[src/rtl/mssp_pkg.sv]
// Shared types, constants and helpers of the multi-stepper position controller.
package mssp_pkg;

	localparam int MOTOR_COUNT_DEF = 4;

	localparam int POS_W      = 18;
	localparam int IN_POS_W   = 16;
	localparam int SPT_W      = 14;
	localparam int INTV_W     = 16;
	localparam int PIN_W      = 4;
	localparam int MODE_W     = 2;
	localparam int MOTOR_W    = 2;
	localparam int CFG_IDX_W  = 2;
	localparam int CFG_DATA_W = 16;
	localparam int QUEUE_DEPTH = 2;
	localparam int DIV_STEPS  = IN_POS_W;

	localparam logic [SPT_W-1:0]  SPT_RESET  = SPT_W'(4320);
	localparam logic [INTV_W-1:0] INTV_RESET = INTV_W'(300);
	localparam logic [PIN_W-1:0]  REV_RESET  = '0;

	localparam logic [MODE_W-1:0] MODE_TICK   = 2'd0;
	localparam logic [MODE_W-1:0] MODE_TARGET = 2'd1;
	localparam logic [MODE_W-1:0] MODE_SETCUR = 2'd2;

	localparam logic [CFG_IDX_W-1:0] CFG_SPT  = 2'd0;
	localparam logic [CFG_IDX_W-1:0] CFG_INTV = 2'd1;
	localparam logic [CFG_IDX_W-1:0] CFG_REV  = 2'd2;

	localparam logic [1:0] DIR_NONE = 2'b00;
	localparam logic [1:0] DIR_FWD  = 2'b01;
	localparam logic [1:0] DIR_BWD  = 2'b11;

	typedef enum logic [1:0] {
		CMD_NOP,
		CMD_TICK,
		CMD_TARGET,
		CMD_SETCUR
	} cmd_kind_t;

	typedef struct packed {
		cmd_kind_t          kind;
		logic [MOTOR_W-1:0] motor;
		logic [POS_W-1:0]   value;
	} cmd_t;

	typedef struct packed {
		logic valid;
		cmd_t cmd;
	} push_t;

	typedef struct packed {
		logic full;
		logic empty;
	} qstat_t;

	typedef struct packed {
		logic [SPT_W-1:0]  steps_per_turn;
		logic [INTV_W-1:0] step_interval;
		logic [PIN_W-1:0]  reversed_mask;
	} cfg_t;

	// A turn size of zero behaves as one step per turn.
	function automatic logic [SPT_W-1:0] turn_size(input logic [SPT_W-1:0] spt);
		return (spt == '0) ? SPT_W'(1) : spt;
	endfunction

endpackage

[src/rtl/multi_stepper_shortest_path_positioner_top.sv]
// Top level of the multi-stepper shortest-path positioner with its configuration registers.
// Every accepted input beat yields exactly one result beat. A tick passes through the
// motor engine; when the step interval has run out and some motor still moves, the
// motors are walked once for arrival and, unless every motor has then arrived, once
// more for stepping. A set-current write goes straight to the result. A target write
// holds the front end while a one-bit-per-cycle divider wraps the position into one
// turn and while it is queued, then the engine walks the motors choosing directions.
// A two-entry command queue lets the front end take new beats while the engine works, and
// a registered result lets the engine go on while a result beat waits to be taken.
module multi_stepper_shortest_path_positioner_top import mssp_pkg::*; #(
	parameter int MOTOR_COUNT = MOTOR_COUNT_DEF
) (
	input  logic                         clk,
	input  logic                         arst_n,
	input  logic                         in_valid,
	output logic                         in_ready,
	input  logic [MODE_W-1:0]            mode,
	input  logic [MOTOR_W-1:0]           motor,
	input  logic signed [IN_POS_W-1:0]   position,
	output logic                         out_valid,
	input  logic                         out_ready,
	output logic [PIN_W-1:0]             step_pulses,
	output logic [PIN_W-1:0]             direction_pins,
	output logic                         moving,
	input  logic                         cfg_valid,
	output logic                         cfg_ready,
	input  logic [CFG_IDX_W-1:0]         cfg_index,
	input  logic [CFG_DATA_W-1:0]        cfg_data
);

	cfg_t   cfg_q;
	push_t  push;
	qstat_t qstat;
	cmd_t   head;
	logic   pop;

	assign cfg_ready = 1'b1;

	always_ff @(posedge clk or negedge arst_n) begin
		if (!arst_n) begin
			cfg_q.steps_per_turn <= SPT_RESET;
			cfg_q.step_interval  <= INTV_RESET;
			cfg_q.reversed_mask  <= REV_RESET;
		end else if (cfg_valid && cfg_ready) begin
			case (cfg_index)
				CFG_SPT:  cfg_q.steps_per_turn <= cfg_data[SPT_W-1:0];
				CFG_INTV: cfg_q.step_interval  <= cfg_data[INTV_W-1:0];
				CFG_REV:  cfg_q.reversed_mask  <= cfg_data[PIN_W-1:0];
				default: begin
					cfg_q <= cfg_q;
				end
			endcase
		end
	end

	mssp_front #(
		.MOTOR_COUNT(MOTOR_COUNT)
	) u_front (
		.clk      (clk),
		.arst_n   (arst_n),
		.in_valid (in_valid),
		.in_ready (in_ready),
		.mode     (mode),
		.motor    (motor),
		.position (position),
		.cfg      (cfg_q),
		.qstat    (qstat),
		.push     (push)
	);

	mssp_queue u_queue (
		.clk    (clk),
		.arst_n (arst_n),
		.push   (push),
		.pop    (pop),
		.qstat  (qstat),
		.head   (head)
	);

	mssp_back #(
		.MOTOR_COUNT(MOTOR_COUNT)
	) u_back (
		.clk            (clk),
		.arst_n         (arst_n),
		.cfg            (cfg_q),
		.qstat          (qstat),
		.head           (head),
		.pop            (pop),
		.out_valid      (out_valid),
		.out_ready      (out_ready),
		.step_pulses    (step_pulses),
		.direction_pins (direction_pins),
		.moving         (moving)
	);

endmodule

[src/rtl/mssp_front.sv]
// Front end: accepts input beats, wraps target positions and queues commands.
module mssp_front import mssp_pkg::*; #(
	parameter int MOTOR_COUNT = MOTOR_COUNT_DEF
) (
	input  logic                       clk,
	input  logic                       arst_n,
	input  logic                       in_valid,
	output logic                       in_ready,
	input  logic [MODE_W-1:0]          mode,
	input  logic [MOTOR_W-1:0]         motor,
	input  logic signed [IN_POS_W-1:0] position,
	input  cfg_t                       cfg,
	input  qstat_t                     qstat,
	output push_t                      push
);

	localparam int DIV_CNT_W = $clog2(DIV_STEPS);

	typedef enum logic [2:0] {
		F_IDLE = 3'b001,
		F_DIV  = 3'b010,
		F_PUSH = 3'b100
	} front_state_t;

	front_state_t          state_q;
	logic [DIV_CNT_W-1:0]  cnt_q;
	logic [IN_POS_W-1:0]   dvd_q;
	logic [SPT_W-1:0]      rem_q;
	logic                  neg_q;
	logic [MOTOR_W-1:0]    motor_q;

	logic [SPT_W-1:0]  s_eff;
	logic [SPT_W:0]    rem_sh;
	logic              take;
	logic              motor_ok;
	logic [SPT_W-1:0]  wrapped;
	logic [IN_POS_W-1:0] mag;

	assign s_eff    = turn_size(cfg.steps_per_turn);
	assign rem_sh   = {rem_q, dvd_q[IN_POS_W-1]};
	assign in_ready = (state_q == F_IDLE) && !qstat.full;
	assign take     = in_valid && in_ready;
	assign motor_ok = int'(motor) < MOTOR_COUNT;
	assign mag      = position[IN_POS_W-1] ? (~position + IN_POS_W'(1)) : position;
	// A negative position with a nonzero remainder wraps up from the other side.
	assign wrapped  = (neg_q && rem_q != '0) ? (s_eff - rem_q) : rem_q;

	always_comb begin
		push = '0;
		push.cmd.motor = motor;
		push.cmd.value = {{(POS_W-IN_POS_W){position[IN_POS_W-1]}}, position};
		push.cmd.kind  = CMD_NOP;
		case (state_q)
			F_IDLE: begin
				if (take && !(mode == MODE_TARGET && motor_ok)) begin
					push.valid = 1'b1;
					if (mode == MODE_TICK) begin
						push.cmd.kind = CMD_TICK;
					end else if (mode == MODE_SETCUR && motor_ok) begin
						push.cmd.kind = CMD_SETCUR;
					end
				end
			end
			F_PUSH: begin
				push.valid     = !qstat.full;
				push.cmd.kind  = CMD_TARGET;
				push.cmd.motor = motor_q;
				push.cmd.value = POS_W'(wrapped);
			end
			default: begin
				push.valid = 1'b0;
			end
		endcase
	end

	always_ff @(posedge clk or negedge arst_n) begin
		if (!arst_n) begin
			state_q <= F_IDLE;
			cnt_q   <= '0;
		end else begin
			case (state_q)
				F_IDLE: begin
					if (take && mode == MODE_TARGET && motor_ok) begin
						state_q <= F_DIV;
						cnt_q   <= '0;
					end
				end
				F_DIV: begin
					cnt_q <= cnt_q + DIV_CNT_W'(1);
					if (cnt_q == DIV_CNT_W'(DIV_STEPS - 1)) begin
						state_q <= F_PUSH;
					end
				end
				F_PUSH: begin
					if (!qstat.full) begin
						state_q <= F_IDLE;
					end
				end
				default: begin
					state_q <= F_IDLE;
				end
			endcase
		end
	end

	// Restoring division of the magnitude, one quotient bit per cycle.
	always_ff @(posedge clk) begin
		if (state_q == F_IDLE && take) begin
			dvd_q   <= mag;
			rem_q   <= '0;
			neg_q   <= position[IN_POS_W-1];
			motor_q <= motor;
		end else if (state_q == F_DIV) begin
			dvd_q <= {dvd_q[IN_POS_W-2:0], 1'b0};
			if (rem_sh >= {1'b0, s_eff}) begin
				rem_q <= SPT_W'(rem_sh - {1'b0, s_eff});
			end else begin
				rem_q <= rem_sh[SPT_W-1:0];
			end
		end
	end

endmodule

[src/rtl/mssp_queue.sv]
// Short command queue between the front end and the motor engine.
module mssp_queue import mssp_pkg::*; (
	input  logic   clk,
	input  logic   arst_n,
	input  push_t  push,
	input  logic   pop,
	output qstat_t qstat,
	output cmd_t   head
);

	localparam int PTR_W = (QUEUE_DEPTH > 1) ? $clog2(QUEUE_DEPTH) : 1;
	localparam int CNT_W = $clog2(QUEUE_DEPTH + 1);

	cmd_t             mem_q [QUEUE_DEPTH];
	logic [PTR_W-1:0] wr_ptr_q;
	logic [PTR_W-1:0] rd_ptr_q;
	logic [CNT_W-1:0] count_q;

	logic do_push;
	logic do_pop;

	assign qstat.full  = count_q == CNT_W'(QUEUE_DEPTH);
	assign qstat.empty = count_q == '0;
	assign head        = mem_q[rd_ptr_q];
	assign do_push     = push.valid && !qstat.full;
	assign do_pop      = pop && !qstat.empty;

	always_ff @(posedge clk or negedge arst_n) begin
		if (!arst_n) begin
			wr_ptr_q <= '0;
			rd_ptr_q <= '0;
			count_q  <= '0;
		end else begin
			if (do_push) begin
				wr_ptr_q <= (wr_ptr_q == PTR_W'(QUEUE_DEPTH - 1)) ? '0 : wr_ptr_q + PTR_W'(1);
			end
			if (do_pop) begin
				rd_ptr_q <= (rd_ptr_q == PTR_W'(QUEUE_DEPTH - 1)) ? '0 : rd_ptr_q + PTR_W'(1);
			end
			if (do_push && !do_pop) begin
				count_q <= count_q + CNT_W'(1);
			end else if (do_pop && !do_push) begin
				count_q <= count_q - CNT_W'(1);
			end
		end
	end

	always_ff @(posedge clk) begin
		if (do_push) begin
			mem_q[wr_ptr_q] <= push.cmd;
		end
	end

endmodule

[src/rtl/mssp_back.sv]
// Motor engine: walks the motors for target commands and due ticks, and registers the result beat.
module mssp_back import mssp_pkg::*; #(
	parameter int MOTOR_COUNT = MOTOR_COUNT_DEF
) (
	input  logic              clk,
	input  logic              arst_n,
	input  cfg_t              cfg,
	input  qstat_t            qstat,
	input  cmd_t              head,
	output logic              pop,
	output logic              out_valid,
	input  logic              out_ready,
	output logic [PIN_W-1:0]  step_pulses,
	output logic [PIN_W-1:0]  direction_pins,
	output logic              moving
);

	localparam int MI_W = (MOTOR_COUNT > 1) ? $clog2(MOTOR_COUNT) : 1;

	typedef enum logic [4:0] {
		B_IDLE   = 5'b00001,
		B_DIRS   = 5'b00010,
		B_ARRIVE = 5'b00100,
		B_MOVE   = 5'b01000,
		B_DONE   = 5'b10000
	} back_state_t;

	back_state_t        state_q;
	logic [MI_W-1:0]    idx_q;
	logic [POS_W-1:0]   cur_q [MOTOR_COUNT];
	logic [POS_W-1:0]   tgt_q [MOTOR_COUNT];
	logic [1:0]         dir_q [MOTOR_COUNT];
	logic [MOTOR_COUNT-1:0] stopped_q;
	logic [INTV_W-1:0]  cnt_q;
	logic               running_q;
	logic [PIN_W-1:0]   pulses_q;
	logic               out_valid_q;
	logic [PIN_W-1:0]   step_pulses_q;
	logic [PIN_W-1:0]   direction_pins_q;
	logic               moving_q;

	logic [SPT_W-1:0]   s_eff;
	logic [POS_W-1:0]   s18;
	logic signed [POS_W:0] half19;
	logic signed [POS_W:0] diff19;
	logic [POS_W-1:0]   cur_i;
	logic [POS_W-1:0]   tgt_i;
	logic               last;
	logic [MI_W-1:0]    head_idx;
	logic [INTV_W-1:0]  cnt_next;
	logic               arrived;
	logic [POS_W-1:0]   cur_wrap;
	logic [MOTOR_COUNT-1:0] stopped_after;
	logic [PIN_W-1:0]   pins_now;
	logic               out_free;

	assign s_eff    = turn_size(cfg.steps_per_turn);
	assign s18      = POS_W'(s_eff);
	assign half19   = signed'((POS_W+1)'(s_eff >> 1));
	assign cur_i    = cur_q[idx_q];
	assign tgt_i    = tgt_q[idx_q];
	assign diff19   = signed'({tgt_i[POS_W-1], tgt_i}) - signed'({cur_i[POS_W-1], cur_i});
	assign last     = idx_q == MI_W'(MOTOR_COUNT - 1);
	assign head_idx = MI_W'(head.motor);
	assign cnt_next = (running_q && cnt_q != '1) ? cnt_q + INTV_W'(1) : cnt_q;
	assign arrived  = cur_i == tgt_i;
	assign out_free = !out_valid_q || out_ready;
	assign pop      = (state_q == B_IDLE) && !qstat.empty;

	always_comb begin
		if (signed'(cur_i) >= signed'(s18)) begin
			cur_wrap = cur_i - s18;
		end else if (cur_i[POS_W-1]) begin
			cur_wrap = cur_i + s18;
		end else begin
			cur_wrap = cur_i;
		end
		stopped_after = stopped_q;
		if (arrived) begin
			stopped_after[idx_q] = 1'b1;
		end
	end

	for (genvar k = 0; k < PIN_W; k++) begin : g_pins
		if (k < MOTOR_COUNT) begin : g_on
			assign pins_now[k] = (dir_q[k] == DIR_FWD) ^ cfg.reversed_mask[k];
		end else begin : g_off
			assign pins_now[k] = 1'b0;
		end
	end

	always_ff @(posedge clk or negedge arst_n) begin
		if (!arst_n) begin
			state_q     <= B_IDLE;
			idx_q       <= '0;
			stopped_q   <= '1;
			cnt_q       <= '0;
			running_q   <= 1'b0;
			pulses_q    <= '0;
			out_valid_q <= 1'b0;
			for (int i = 0; i < MOTOR_COUNT; i++) begin
				cur_q[i] <= '0;
				tgt_q[i] <= '0;
				dir_q[i] <= DIR_NONE;
			end
		end else begin
			if (state_q == B_DONE && out_free) begin
				out_valid_q <= 1'b1;
			end else if (out_ready) begin
				out_valid_q <= 1'b0;
			end
			case (state_q)
				B_IDLE: begin
					if (!qstat.empty) begin
						pulses_q <= '0;
						idx_q    <= '0;
						case (head.kind)
							CMD_TICK: begin
								cnt_q <= cnt_next;
								if (!(&stopped_q) && cnt_next >= cfg.step_interval) begin
									state_q <= B_ARRIVE;
								end else begin
									state_q <= B_DONE;
								end
							end
							CMD_TARGET: begin
								tgt_q[head_idx]     <= head.value;
								stopped_q[head_idx] <= 1'b0;
								if (!running_q) begin
									running_q <= 1'b1;
									cnt_q     <= '0;
								end
								state_q <= B_DIRS;
							end
							CMD_SETCUR: begin
								cur_q[head_idx]     <= head.value;
								tgt_q[head_idx]     <= head.value;
								stopped_q[head_idx] <= 1'b1;
								state_q             <= B_DONE;
							end
							default: begin
								state_q <= B_DONE;
							end
						endcase
					end
				end
				B_DIRS: begin
					// Shortest way round: move the target by one turn when it is
					// more than half a turn away.
					if (diff19 == '0) begin
						dir_q[idx_q] <= DIR_NONE;
					end else if (diff19 < -half19) begin
						tgt_q[idx_q] <= tgt_i + s18;
						dir_q[idx_q] <= DIR_FWD;
					end else if (diff19 < 0) begin
						dir_q[idx_q] <= DIR_BWD;
					end else if (diff19 <= half19) begin
						dir_q[idx_q] <= DIR_FWD;
					end else begin
						tgt_q[idx_q] <= tgt_i - s18;
						dir_q[idx_q] <= DIR_BWD;
					end
					idx_q   <= idx_q + MI_W'(1);
					state_q <= last ? B_DONE : B_DIRS;
				end
				B_ARRIVE: begin
					if (arrived) begin
						cur_q[idx_q]     <= cur_wrap;
						tgt_q[idx_q]     <= cur_wrap;
						stopped_q[idx_q] <= 1'b1;
						dir_q[idx_q]     <= DIR_NONE;
					end
					idx_q <= last ? '0 : idx_q + MI_W'(1);
					if (last) begin
						if (&stopped_after) begin
							running_q <= 1'b0;
							cnt_q     <= '0;
							state_q   <= B_DONE;
						end else begin
							state_q <= B_MOVE;
						end
					end
				end
				B_MOVE: begin
					for (int k = 0; k < PIN_W; k++) begin
						if (k < MOTOR_COUNT && idx_q == MI_W'(k)) begin
							pulses_q[k] <= !stopped_q[idx_q];
						end
					end
					case (dir_q[idx_q])
						DIR_FWD: cur_q[idx_q] <= cur_i + POS_W'(1);
						DIR_BWD: cur_q[idx_q] <= cur_i - POS_W'(1);
						default: cur_q[idx_q] <= cur_i;
					endcase
					idx_q <= idx_q + MI_W'(1);
					if (last) begin
						cnt_q   <= '0;
						state_q <= B_DONE;
					end
				end
				B_DONE: begin
					if (out_free) begin
						state_q <= B_IDLE;
					end
				end
				default: begin
					state_q <= B_IDLE;
				end
			endcase
		end
	end

	always_ff @(posedge clk) begin
		if (state_q == B_DONE && out_free) begin
			step_pulses_q    <= pulses_q;
			direction_pins_q <= pins_now;
			moving_q         <= !(&stopped_q);
		end
	end

	assign out_valid      = out_valid_q;
	assign step_pulses    = step_pulses_q;
	assign direction_pins = direction_pins_q;
	assign moving         = moving_q;

endmodule
[config.mk]
export PLATFORM = sky130hd
export DESIGN_NAME = multi_stepper_shortest_path_positioner_top
export DESIGN_NICKNAME = d
export VERILOG_FILES = /design/src/rtl/mssp_pkg.sv /design/src/rtl/multi_stepper_shortest_path_positioner_top.sv /design/src/rtl/mssp_front.sv /design/src/rtl/mssp_queue.sv /design/src/rtl/mssp_back.sv
export SDC_FILE = /design/constraint.sdc
export NUM_CORES = 2
export LEC_CHECK = 0
export BUFFER_PORTS_ARGS = -buffer_cell sky130_fd_sc_hd__buf_4
export CAP_MARGIN = 20
export CORE_MARGIN = 2
export CORE_UTILIZATION = 29
export DETAILED_ROUTE_END_ITERATION = 10
export RECOVER_POWER = 25
export SYNTH_ARGS = -nofsm -noshare
export SYNTH_HDL_FRONTEND = slang
export SYNTH_SLANG_ARGS = --single-unit
[constraint.sdc]
create_clock -name clk -period 9.5 [get_ports clk]
set_input_delay 1.9 -clock clk [delete_from_list [all_inputs] [get_ports clk]]
set_output_delay 1.9 -clock clk [all_outputs]
set_load 0.005 [all_outputs]
==> flow_summary.ini <==
[outcome]
status = finished with violations
violations = max-capacitance violations, max-slew violations

[timing]
finalCritPeriodShare = 0.841
finalHoldViolCount = 0
fin_setup_tns_ns = 0
slew_violations = 91
rsz0062_at_grt = false
fmax_mhz = 125
setup_viol = 0
slew_headroom = -2.47
hold_slack_ns = 0.459
clock_skew_ns = 0.0334
tightest_slew_ns = 5.20
period_minus_slack_ns = 7.99
layout_setup_ws_ns = 1.51

[critical_path]
critPathBufInv = 6
cp_data_required_time_ns = 9.91
endpoint_kind = flop
critPathKind = flop to flop
cp_slowest_cell = dfrtp_2
worstPathCellList = buf_4 -> mux4_2 -> inv_1 -> ha_1 -> inv_1 -> fa_1 -> a21o_1 -> a221oi_4 -> o21ai_0 -> a21oi_1 -> mux2i_1 -> inv_1 -> ha_1 -> nand4_1 -> or4_1 -> a311oi_1 -> nor3_2 -> buf_4 -> or3_1 -> o31a_1 -> a21o_1 -> buf_4 -> o2111ai_1 -> a32oi_1
arrival_ns = 8.40
crit_fanout = 45
cp-start-kind = flop
cp_top_family = compound AO/OA/AOI/OAI gates
crit_path_max_incr_delay_ns = 1.01

[global_route]
grt_pass1_vias = 22106
grt_usage = 0.209
antenna_found_initial = 1
overflow = 0
grt_max_degree = 142
grt_pass1_wl_um = 141000

[clock_tree]
h-tree-depth = 2
numCtsBuffers = 37
clock_latency_ns = 0.58
clk_pin_slew_ns = 0.06
clk_path_buf_depth = 3
cts.repair.resized = 0
cts-root-buf = clkbuf_16
cts_tree = yes
cts_sinks = 312
post_cts_buffers = 0
postCtsHoldBufs = 0

[yosys]
syn_area_um2 = 24800
muxShareOfSynthArea = 0.0703
ys.warnings.count = 0
synth_fa_ha_area_frac = 0.0880
synth_edf_count = 68
synth-xor-area-share = 0.0400
syn_inst = 2895
avgSynthCellArea_um2 = 8.55
ys.flop_type = dfrtp_1
synthArstFlopShare = 0.737
synth-simple-area-share = 0.174
synth_nets = 3108
ys_seq_area_frac = 0.327
ys_types = 92
synth_compound_area_frac = 0.251
ys_seq_elements = 312
synth_top_family_by_area = compound AO/OA/AOI/OAI gates

[cells_and_area]
area.growth.synth_to_final_pct = 11.7
layout-drive-gt1-share = 0.106
n_fill_cell = 8929
final_nets = 3087
fin_util = 0.326

[drt]
drt_wl_total_um = 94100
vias_per_cell = 5.84
drt_pre_antenna_iters = 7
routedWlPerCell_um = 23.3
ant_nets = 0
num_vias = 23629
drc = 0
drt_iter0_drc = 2903

[placed_design]
pre_cts_ws_ns = 1.69
portBuffers = 53
gp_congestion = 0.989
dp_hpwl_um = 68300

[run]
cap_violations = 1

[min_path]
min_path_type = flop to flop

[floorplan]
dieArea_um2 = 87800
rows = 107
die_height_um = 296
io_pins = 55
core-area_um2 = 84900
start_util = 0.292
fp.dieW_um = 296

[power]
power.switching_mw = 5.70
power_density_nw_per_um2 = 399
p_sw_frac = 0.516
power_frac_seq = 0.187
ir_drop_uv = 322
clockPowerShare = 0.136
p_int_mw = 5.35
p_comb_frac = 0.677
leakagePower_nw = 11.2
==> layout make-up <==
cell class,instances,area (µm²),share of cell area
Antenna cell,1,2.50,0.0000905
Clock buffer,51,1080,0.0391
Clock inverter,15,165,0.00597
Inverter,145,544,0.0197
Multi-Input combinational cell,2269,15500,0.560
Sequential cell,312,8100,0.293
Tap cell,1144,1430,0.0518
Timing Repair Buffer,109,847,0.0306
==> cell usage after synthesis, types with 12 or more instances <==
cell / instances / area share
o32a_1: 28 / 0.011
o22ai_1: 31 / 0.0078
nor4_1: 27 / 0.0068
mux2i_1: 40 / 0.016
and3_1: 19 / 0.0048
xor2_1: 33 / 0.012
ha_1: 163 / 0.082
a32oi_1: 13 / 0.0046
nand2b_1: 59 / 0.015
nor3_1: 52 / 0.011
dfxtp_1: 14 / 0.011
a222oi_1: 15 / 0.0061
o211ai_1: 24 / 0.0073
nand3_1: 46 / 0.0093
a211oi_1: 43 / 0.013
a21o_1: 38 / 0.012
o21a_1: 16 / 0.0049
mux4_2: 38 / 0.035
a21oi_1: 260 / 0.053
o2bb2ai_1: 15 / 0.0053
edfxtp_1: 68 / 0.082
nor2_1: 315 / 0.048
dfstp_2: 14 / 0.015
xnor2_1: 80 / 0.028
and2_1: 12 / 0.0030
o31ai_1: 21 / 0.0064
buf_1: 12 / 0.0018
or3_1: 32 / 0.0081
a22o_1: 22 / 0.0078
nand2_1: 244 / 0.037
dfrtp_1: 216 / 0.22
or2_2: 12 / 0.0030
buf_2: 14 / 0.0028
a31oi_1: 106 / 0.027
nand4_1: 19 / 0.0048
o21ai_0: 186 / 0.038
nor2b_1: 29 / 0.0073
clkbuf_1: 136 / 0.021
mux2_2: 43 / 0.020
o22a_1: 13 / 0.0046
inv_1: 143 / 0.022
==> worst reg2reg max path, stage by stage, from the launching register on <==
cell and delay [ns]:
dfrtp_2 1.01, buf_4 0.56, mux4_2 0.66, inv_1 0.13, ha_1 0.17, inv_1 0.06
fa_1 0.45, a21o_1 0.23, a221oi_4 0.40, o21ai_0 0.29, a21oi_1 0.26, mux2i_1 0.14
inv_1 0.09, ha_1 0.18, nand4_1 0.16, or4_1 0.55, a311oi_1 0.38, nor3_2 0.06
buf_4 0.24, or3_1 0.37, o31a_1 0.35, a21o_1 0.38, buf_4 0.39, o2111ai_1 0.24
a32oi_1 0.11
==> placed cells by master, fill, tap and decap left out, types with 13 or more instances in the layout <==
cell type and n:
edfxtp_1 68, o32a_1 28, a21oi_1 260, o22a_1 13, a211oi_1 42, dfrtp_1 214, nor3_1 50, a22o_1 22
o21ai_0 185, nand2_1 244, nor2_1 313, nand2b_1 59, nor4_1 27, buf_4 97, or3_1 32, dfxtp_1 14
a21o_1 38, nand3_1 46, a31oi_1 106, nand4_1 19, o211ai_1 24, mux4_2 38, clkbuf_16 39, ha_1 159
a32oi_1 13, a222oi_1 15, nor2b_1 28, o21a_1 16, and3_1 19, mux2i_1 39, o2bb2ai_1 15, o22ai_1 31
inv_1 144, xnor2_1 80, dfstp_2 13, mux2_2 43, xor2_1 33, o31ai_1 21
==> routing by layer <==
layer | track usage | routed length (µm)
met5 | 0 | 0
met4 | 0.0941 | 4560
met3 | 0.0460 | 9490
met2 | 0.304 | 39700
met1 | 0.293 | 40400
==> kinds of logic after synthesis <==
| family | after synthesis |
|---|---|
| compound gates | 952 |
| simple gates | 912 |
| buf+inv | 314 |
| flops | 312 |
| fa+ha+maj | 170 |
| mux | 121 |
| xor+xnor | 113 |
| other cells | 1 |
==> path summary, 6_finish.rpt <==
check / cells after the start / start / slack, ns / endpoint
hold reg to reg: 0 / u_back.pulses_q[0]$_DFFE_PN0P_ / 0.46 / u_back.step_pulses[0]$_DFFE_PP_
min in group asynchronous: 1 / arst_n / 3.17 / asynchronous set/reset pin
setup / recovery: 24 / u_back.idx_q[0]$_DFFE_PN0P_ / 1.51 / flop
hold / removal: 0 / u_back.pulses_q[0]$_DFFE_PN0P_ / 0.46 / u_back.step_pulses[0]$_DFFE_PP_
max in group asynchronous: 1 / arst_n / 3.07 / u_back.idx_q[0]$_DFFE_PN0P_
setup reg to reg: 24 / u_back.idx_q[0]$_DFFE_PN0P_ / 1.51 / flop
==> power by group through the flow <==
stage / Sequential (mW) / Combinational (mW) / Clock, mW
finish: 2.07 / 7.47 / 1.50
global route: 2.10 / 8.09 / 1.58
CTS: 2.06 / 7.25 / 1.52
detailed placement: 2.08 / 7.21 / 0
global placement: 2.08 / 7.21 / 0
floorplan: 1.92 / 5.28 / 0
==> through the flow <==
step,power [mW],cells,area (µm²)
final,11.0,4046,27700
after global routing,11.8,4045,27700
after CTS,10.8,4042,27600
after detailed placement,9.29,3976,26400
after global placement,9.28,3976,26400
after floorplan,7.19,2895,24800
(Power assumes the default switching activity.)
